$ cat src/design/sbct_pkg.sv
// Types, widths and constants of the swept box collision test.
package sbct_pkg;

    // fraction bits of the internal time values
    localparam int FRAC_BITS  = 16;
    // magnitude of an entry/exit distance in pixels
    localparam int DIST_W     = 17;
    // magnitude of a Q16.8 displacement
    localparam int DEN_W      = 24;
    localparam int NUM_W      = DIST_W + 8 + FRAC_BITS;
    localparam int Q_W        = NUM_W + 2;
    localparam int DIV_STAGES = NUM_W;
    localparam int E_SHR      = (FRAC_BITS >= 16) ? FRAC_BITS - 16 : 0;
    localparam int E_SHL      = (FRAC_BITS < 16) ? 16 - FRAC_BITS : 0;

    localparam logic signed [Q_W-1:0] ONE_TIME = Q_W'(1) <<< FRAC_BITS;
    localparam logic [7:0]            FT_RESET = 8'd16;

    localparam logic signed [1:0] NORM_ZERO = 2'sb00;
    localparam logic signed [1:0] NORM_POS  = 2'sb01;
    localparam logic signed [1:0] NORM_NEG  = 2'sb11;

    // one input request
    typedef struct packed {
        logic signed [15:0] first_left;
        logic signed [15:0] first_top;
        logic [11:0]        first_width;
        logic [11:0]        first_height;
        logic signed [15:0] second_left;
        logic signed [15:0] second_top;
        logic [11:0]        second_width;
        logic [11:0]        second_height;
        logic signed [15:0] first_speed_x;
        logic signed [15:0] first_speed_y;
        logic signed [15:0] second_speed_x;
        logic signed [15:0] second_speed_y;
    } in_item_t;

    // unsigned division request
    typedef struct packed {
        logic [NUM_W-1:0] num;
        logic [DEN_W-1:0] den;
    } div_req_t;

    typedef struct packed {
        logic [NUM_W-1:0] quo;
        logic             rem_nz;
    } div_res_t;

    // flags that ride alongside the dividers
    typedef struct packed {
        logic       nohit;
        logic       xinf;
        logic       yinf;
        logic       xe_neg;
        logic       ye_neg;
        logic [3:0] qneg;   // xe, xx, ye, yx quotient signs
    } side_t;

endpackage

$ cat src/design/sbct_front.sv
// Front stages: edges, displacement, broad phase and divider requests.
module sbct_front (
    input  logic              aclk,
    input  logic              aresetn,
    input  logic              en,
    input  logic              in_valid,
    input  sbct_pkg::in_item_t in_item,
    input  logic [7:0]        frame_time,
    output logic              out_valid,
    output sbct_pkg::side_t   out_side,
    output sbct_pkg::div_req_t req_xe,
    output sbct_pkg::div_req_t req_xx,
    output sbct_pkg::div_req_t req_ye,
    output sbct_pkg::div_req_t req_yx
);

    // stage A: box edges and relative velocity
    logic va_reg, vb_reg, vc_reg, vd_reg;
    logic signed [15:0] l1_reg, t1_reg, l2a_reg, t2a_reg;
    logic signed [16:0] r1_reg, b1_reg, r2a_reg, b2a_reg;
    logic signed [16:0] dvx_reg, dvy_reg;
    logic               eqa_reg;

    logic signed [16:0] r1_next, b1_next, r2_next, b2_next, dvx_next, dvy_next;

    always_comb begin
        r1_next  = {in_item.first_left[15], in_item.first_left}
                 + {5'b0, in_item.first_width};
        b1_next  = {in_item.first_top[15], in_item.first_top}
                 + {5'b0, in_item.first_height};
        r2_next  = {in_item.second_left[15], in_item.second_left}
                 + {5'b0, in_item.second_width};
        b2_next  = {in_item.second_top[15], in_item.second_top}
                 + {5'b0, in_item.second_height};
        dvx_next = {in_item.first_speed_x[15], in_item.first_speed_x}
                 - {in_item.second_speed_x[15], in_item.second_speed_x};
        dvy_next = {in_item.first_speed_y[15], in_item.first_speed_y}
                 - {in_item.second_speed_y[15], in_item.second_speed_y};
    end

    always_ff @(posedge aclk) begin
        if (en) begin
            l1_reg  <= in_item.first_left;
            t1_reg  <= in_item.first_top;
            l2a_reg <= in_item.second_left;
            t2a_reg <= in_item.second_top;
            r1_reg  <= r1_next;
            b1_reg  <= b1_next;
            r2a_reg <= r2_next;
            b2a_reg <= b2_next;
            dvx_reg <= dvx_next;
            dvy_reg <= dvy_next;
            eqa_reg <= (dvx_next == 17'sd0) && (dvy_next == 17'sd0);
        end
    end

    // stage B: displacement = relative velocity * frame time
    logic signed [25:0] prodx, prody;
    logic signed [24:0] dxb_reg, dyb_reg;
    logic signed [15:0] l1b_reg, t1b_reg, l2b_reg, t2b_reg;
    logic signed [16:0] r1b_reg, b1b_reg, r2b_reg, b2b_reg;
    logic               eqb_reg;

    assign prodx = dvx_reg * $signed({1'b0, frame_time});
    assign prody = dvy_reg * $signed({1'b0, frame_time});

    always_ff @(posedge aclk) begin
        if (en) begin
            dxb_reg <= prodx[24:0];
            dyb_reg <= prody[24:0];
            l1b_reg <= l1_reg;
            t1b_reg <= t1_reg;
            l2b_reg <= l2a_reg;
            t2b_reg <= t2a_reg;
            r1b_reg <= r1_reg;
            b1b_reg <= b1_reg;
            r2b_reg <= r2a_reg;
            b2b_reg <= b2a_reg;
            eqb_reg <= eqa_reg;
        end
    end

    // stage C: swept bounds (pixel shift truncated toward zero) and distances
    logic signed [24:0] dx_adj, dy_adj;
    logic signed [18:0] px, py, l1w, t1w, r1w, b1w, l2w, t2w, r2w, b2w;
    logic signed [18:0] bl_reg, br_reg, bt_reg, bb_reg;
    logic signed [18:0] l2c_reg, r2c_reg, t2c_reg, b2c_reg;
    logic signed [18:0] xe_reg, xx_reg, ye_reg, yx_reg;
    logic signed [24:0] dxc_reg, dyc_reg;
    logic               eqc_reg;

    always_comb begin
        dx_adj = dxb_reg + (dxb_reg[24] ? 25'sd255 : 25'sd0);
        dy_adj = dyb_reg + (dyb_reg[24] ? 25'sd255 : 25'sd0);
        px     = {{2{dx_adj[24]}}, dx_adj[24:8]};
        py     = {{2{dy_adj[24]}}, dy_adj[24:8]};
        l1w    = {{3{l1b_reg[15]}}, l1b_reg};
        t1w    = {{3{t1b_reg[15]}}, t1b_reg};
        l2w    = {{3{l2b_reg[15]}}, l2b_reg};
        t2w    = {{3{t2b_reg[15]}}, t2b_reg};
        r1w    = {{2{r1b_reg[16]}}, r1b_reg};
        b1w    = {{2{b1b_reg[16]}}, b1b_reg};
        r2w    = {{2{r2b_reg[16]}}, r2b_reg};
        b2w    = {{2{b2b_reg[16]}}, b2b_reg};
    end

    always_ff @(posedge aclk) begin
        if (en) begin
            bl_reg  <= px[18] ? l1w + px : l1w;
            br_reg  <= (!px[18] && px != 19'sd0) ? r1w + px : r1w;
            bt_reg  <= py[18] ? t1w + py : t1w;
            bb_reg  <= (!py[18] && py != 19'sd0) ? b1w + py : b1w;
            l2c_reg <= l2w;
            r2c_reg <= r2w;
            t2c_reg <= t2w;
            b2c_reg <= b2w;
            // moving right: enter at its left edge; otherwise the reverse
            if (!dxb_reg[24] && dxb_reg != 25'sd0) begin
                xe_reg <= l2w - r1w;
                xx_reg <= r2w - l1w;
            end else begin
                xe_reg <= r2w - l1w;
                xx_reg <= l2w - r1w;
            end
            if (!dyb_reg[24] && dyb_reg != 25'sd0) begin
                ye_reg <= t2w - b1w;
                yx_reg <= b2w - t1w;
            end else begin
                ye_reg <= b2w - t1w;
                yx_reg <= t2w - b1w;
            end
            dxc_reg <= dxb_reg;
            dyc_reg <= dyb_reg;
            eqc_reg <= eqb_reg;
        end
    end

    // stage D: strict overlap test and unsigned division requests
    logic               overlap, xinf, yinf;
    logic [18:0]        xe_abs, xx_abs, ye_abs, yx_abs;
    logic [24:0]        dx_abs, dy_abs;
    sbct_pkg::side_t    side_reg;
    sbct_pkg::div_req_t rxe_reg, rxx_reg, rye_reg, ryx_reg;
    logic [sbct_pkg::DEN_W-1:0] denx, deny;

    always_comb begin
        overlap = (bl_reg < br_reg) && (bl_reg < r2c_reg) && (l2c_reg < br_reg)
               && (l2c_reg < r2c_reg) && (bt_reg < bb_reg) && (bt_reg < b2c_reg)
               && (t2c_reg < bb_reg) && (t2c_reg < b2c_reg);
        xinf    = (dxc_reg == 25'sd0);
        yinf    = (dyc_reg == 25'sd0);
        xe_abs  = xe_reg[18] ? 19'(-xe_reg) : xe_reg;
        xx_abs  = xx_reg[18] ? 19'(-xx_reg) : xx_reg;
        ye_abs  = ye_reg[18] ? 19'(-ye_reg) : ye_reg;
        yx_abs  = yx_reg[18] ? 19'(-yx_reg) : yx_reg;
        dx_abs  = dxc_reg[24] ? 25'(-dxc_reg) : dxc_reg;
        dy_abs  = dyc_reg[24] ? 25'(-dyc_reg) : dyc_reg;
        // a zero divisor gives an unused quotient; keep it well defined
        denx    = xinf ? sbct_pkg::DEN_W'(1) : dx_abs[sbct_pkg::DEN_W-1:0];
        deny    = yinf ? sbct_pkg::DEN_W'(1) : dy_abs[sbct_pkg::DEN_W-1:0];
    end

    always_ff @(posedge aclk) begin
        if (en) begin
            side_reg.nohit  <= eqc_reg || !overlap || (xinf && yinf);
            side_reg.xinf   <= xinf;
            side_reg.yinf   <= yinf;
            side_reg.xe_neg <= xe_reg[18];
            side_reg.ye_neg <= ye_reg[18];
            side_reg.qneg   <= {xe_reg[18] ^ dxc_reg[24], xx_reg[18] ^ dxc_reg[24],
                                ye_reg[18] ^ dyc_reg[24], yx_reg[18] ^ dyc_reg[24]};
            rxe_reg.num <= {xe_abs[sbct_pkg::DIST_W-1:0], (sbct_pkg::FRAC_BITS + 8)'(0)};
            rxx_reg.num <= {xx_abs[sbct_pkg::DIST_W-1:0], (sbct_pkg::FRAC_BITS + 8)'(0)};
            rye_reg.num <= {ye_abs[sbct_pkg::DIST_W-1:0], (sbct_pkg::FRAC_BITS + 8)'(0)};
            ryx_reg.num <= {yx_abs[sbct_pkg::DIST_W-1:0], (sbct_pkg::FRAC_BITS + 8)'(0)};
            rxe_reg.den <= denx;
            rxx_reg.den <= denx;
            rye_reg.den <= deny;
            ryx_reg.den <= deny;
        end
    end

    // valid bits
    always_ff @(posedge aclk) begin
        if (!aresetn) begin
            va_reg <= 1'b0;
            vb_reg <= 1'b0;
            vc_reg <= 1'b0;
            vd_reg <= 1'b0;
        end else if (en) begin
            va_reg <= in_valid;
            vb_reg <= va_reg;
            vc_reg <= vb_reg;
            vd_reg <= vc_reg;
        end
    end

    assign out_valid = vd_reg;
    assign out_side  = side_reg;
    assign req_xe    = rxe_reg;
    assign req_xx    = rxx_reg;
    assign req_ye    = rye_reg;
    assign req_yx    = ryx_reg;

endmodule

$ cat config.mk
export PLATFORM = sky130hd
export DESIGN_NAME = sbct_front
export DESIGN_NICKNAME = d
export VERILOG_FILES = /design/src/design/sbct_pkg.sv /design/src/design/sbct_front.sv
export SDC_FILE = /design/constraint.sdc
export NUM_CORES = 2
export LEC_CHECK = 0
export BUFFER_PORTS_ARGS = -buffer_cell sky130_fd_sc_hd__clkbuf_2
export CORE_ASPECT_RATIO = 0.5
export CORE_UTILIZATION = 61
export CTS_CLUSTER_SIZE = 8
export DETAILED_ROUTE_END_ITERATION = 6
export PLACE_DENSITY = 0.88
export SYNTH_ARGS = -nofsm -noshare
export SYNTH_HDL_FRONTEND = slang
export SYNTH_SLANG_ARGS = --single-unit
export TNS_END_PERCENT = 30
$ cat constraint.sdc
create_clock -name aclk -period 6.7 [get_ports aclk]
set_input_delay 0.67 -clock aclk [delete_from_list [all_inputs] [get_ports aclk]]
set_output_delay 0.67 -clock aclk [all_outputs]
set_load 0.005 [all_outputs]
==> out/results.ini <==
[synthesis]
synth_fa_ha_area_share_pct = 20.70
yosys.area_share.simple_pct = 10.39
yosysTopAreaCell = edfxtp_1
synthCells = 4466
synth_top_family_by_area = adder cells
synth_xor_area_share_pct = 6.392
synth_compound_area_share_pct = 10.02
yosysSeqAreaShare_pct = 44.23
ys_seq_elements = 740
yosys_warnings = 0
yosysMostFrequentCell = edfxtp_1
synthTopCellsByCount = 736 x edfxtp_1, 556 x inv_1, 468 x ha_1
synth.distinct_cells = 78
synth_area_leaders = edfxtp_1 44%, ha_1 12%, fa_1 9.0%, xnor2_1 4.8%, inv_1 4.2%
synth_flop_cell = edfxtp_1
synth_edf_count = 736
synthesis.area_um2 = 50150
synth_top_area_share_pct = 44.07
async_reset_ff_share_pct = 0
muxShareOfSynthArea_pct = 1.432
synth.avg_cell_area_um2 = 11.23

[placement]
placed_area_um2 = 52560
gp_congestion = 0.9501
portBuffers = 361
dp_hpwl_um = 88860

[floorplan]
rows = 73
core_um2 = 80380
dieWidth_um = 407.5
die_h_um = 204.7
die-area_um2 = 83430
initial_core_util_pct = 62.39
ioPinCount = 458

[grt]
grt-ovfl-total = 0
grt_pass1_vias = 34250
grt_pass1_wl_um = 181400
gr-usage-met2_pct = 43.35
groute.layer.met1.usage_pct = 38.96
grt_max_degree = 193
grt_use_met3_pct = 5.545
grt.total_usage_pct = 27.71
busiest_layer = met2
antenna_found_initial = 10

[sta]
setup_viol_count_final = 0
fmax_ghz = 0.1723
hold_viol_final = 0
tightest_slew_ps = 1376
tns_ps = 0
fin_crit_sh_pct = 86.63
rsz0062_at_grt = no
finalCriticalPeriod_ps = 5804
slew_viol_final = 0
slew_headroom_pct = 5.910
finClkSkew_ps = 32.45

[setup_path]
reg2reg_slack_ps = 900
worst_ep_required_time_ps = 7100
critPathSlowestCell = edfxtp_1
r2r-end = dxb_reg[24]
path_common_cell = fa_1
crit_family = adder cells
worst-path-buf-inv = 2
worstReg2RegStart = dvx_reg[6]
arrival_ps = 6200
startpoint = dvx_reg[6]
end_kind = flip-flop
worstSetupPathType = reg -> reg
worst_setup_path_start_kind = flip-flop
r2r_cells = 17
max_stage_delay_ps = 580
crit_path_max_fanout = 8
cp_cell_sequence = and2_1 > fa_1 > fa_1 > fa_1 > inv_1 > fa_1 > inv_1 > ha_1 > or4_1 > o21ai_0 > a311oi_1 > o31ai_1 > a21oi_1 > o41ai_1 > o21ai_1 > a21oi_1 > xnor2_1

[clock_tree]
post_cts_resize_count = 0
clk_latency_ps = 690
cts_buffers = 102
cts.root.buffer_cell = clkbuf_16
cts_tree = done
cts_max_level = 3
cts.sinks = 740
holdBufCountCts = 0
post_cts_buffers = 0
clk_path_buf_depth = 3
cts.clk_slew.worst_paths_ps = 60

[power]
p_comb_share_pct = 50.7
cellPowerDensity_nw_per_um2 = 461.4
p_int_mw = 15.34
p_leak_nw = 24.17
seqPwrFrac_pct = 31.1
p_switching_mw = 10.18
peakVddDrop_mv = 0.4939
p_clk_share_pct = 18.1
p_sw_share_pct = 39.88

[min_path]
hold_class = in -> reg
hold_path.startpoint = in_item[114]
hold_end = l2a_reg[10]
hold-path-cell-count = 1

[route]
viasPerCell = 5.876
vias = 34920
dr.pass1.iters = 5
drt_iter0_drc = 3497
wirelength_um = 116400
wl_per_cell_um = 19.58
antenna_left = 0
drcViolationCount = 0

[final_layout]
stdcell_area_um2 = 55310
area_growth_syn_to_layout_pct = 10.29
nFillCells = 5619
nets = 5717
finalCoreUtilization_pct = 68.81
drive_gt1_share_pct = 11.53

[run_status]
run_status = complete, no violations

[flow_run]
cap_violations = 0

## cell usage in the layout, fill, tap and decap left out, types with 27 or more instances in the layout
cell | netlist | routed
a211oi_1 | 28 | 27
a21o_1 | 77 | 77
a21oi_1 | 205 | 205
and2_1 | 152 | 152
clkbuf_16 | 0 | 103
clkbuf_2 | 0 | 360
conb_1 | 1 | 96
edfxtp_1 | 736 | 736
fa_1 | 226 | 226
ha_1 | 468 | 468
inv_1 | 556 | 556
mux2_2 | 30 | 30
mux2i_1 | 38 | 38
nand2_1 | 338 | 338
nand2b_1 | 59 | 59
nand3_1 | 61 | 61
nor2_1 | 173 | 172
nor2b_1 | 48 | 48
nor3_1 | 55 | 55
nor4_1 | 31 | 30
o21a_1 | 48 | 48
o21ai_0 | 180 | 180
o31ai_1 | 43 | 43
or3_1 | 38 | 38
xnor2_1 | 274 | 272
xor2_1 | 92 | 92
## final cells by class
type,instances,area [µm²],share of cell area (%)
multi-input cells,3055,24940,45.09
flip-flops and latches,740,22180,40.11
diodes,7,17.52,0.03167
well taps,1087,1360,2.459
repair buffers,379,1989,3.597
inverters,557,2091,3.780
clock buffers,111,2608,4.715
clock inverters,7,121.4,0.2194
## power by group through the flow
| stage | clock, mW | sequential (mW) | combinational [mW] |
|---|---|---|---|
| after floorplan | 0 | 7.62 | 9.65 |
| after global placement | 0 | 7.94 | 12.0 |
| after detailed placement | 0 | 7.99 | 12.6 |
| after CTS | 4.68 | 7.92 | 12.8 |
| after global routing | 4.85 | 8.06 | 14.4 |
| final | 4.63 | 7.94 | 12.9 |
## worst register-to-register path: stages (launching register included)
cell	delay, ps
edfxtp_1	580
and2_1	270
fa_1	500
fa_1	510
fa_1	490
inv_1	50
fa_1	470
inv_1	40
ha_1	320
or4_1	510
o21ai_0	140
a311oi_1	110
o31ai_1	340
a21oi_1	180
o41ai_1	560
o21ai_1	160
a21oi_1	200
xnor2_1	80
## metrics by stage
stage / std cells / hold WS [ps] / setup slack, ps / total power, mW
5_1_grt: 5942 / 155.7 / 603.7 / 27.35
4_1_cts: 5936 / 139.0 / 910.0 / 25.39
6_report: 5943 / 179.4 / 896.1 / 25.52
2_1_floorplan: 4561 / 400.3 / 988.5 / 17.27
3_3_place_gp: 5818 / 400.9 / 464.4 / 19.97
3_5_place_dp: 5818 / 404.5 / 268.3 / 20.62
## kinds of logic after synthesis
family / after synthesis
other cells: 1
buf+inv: 766
compound gates: 781
fa+ha+maj: 694
xor+xnor: 366
mux: 68
simple gates: 1050
flops: 740
## metal layers
layer  vias to the layer above  routed length (µm)
met5                         -                  13
met4                         2                3417
met3                       247               10670
met2                      1641               52370
met1                     16900               49880
li1                      16140                   -
## worst max path at each step
stage | to | slack, ps | cells after the start
6_report | dxb_reg[24] | 900 | 17
5_1_grt | dxb_reg[24] | 600 | 17
4_1_cts | dxb_reg[24] | 910 | 17
3_5_place_dp | dxb_reg[24] | 270 | 19
3_3_place_gp | dxb_reg[24] | 460 | 19
2_1_floorplan | dyb_reg[24] | 990 | 19
No activity file was read; power rests on OpenSTA's default activity.
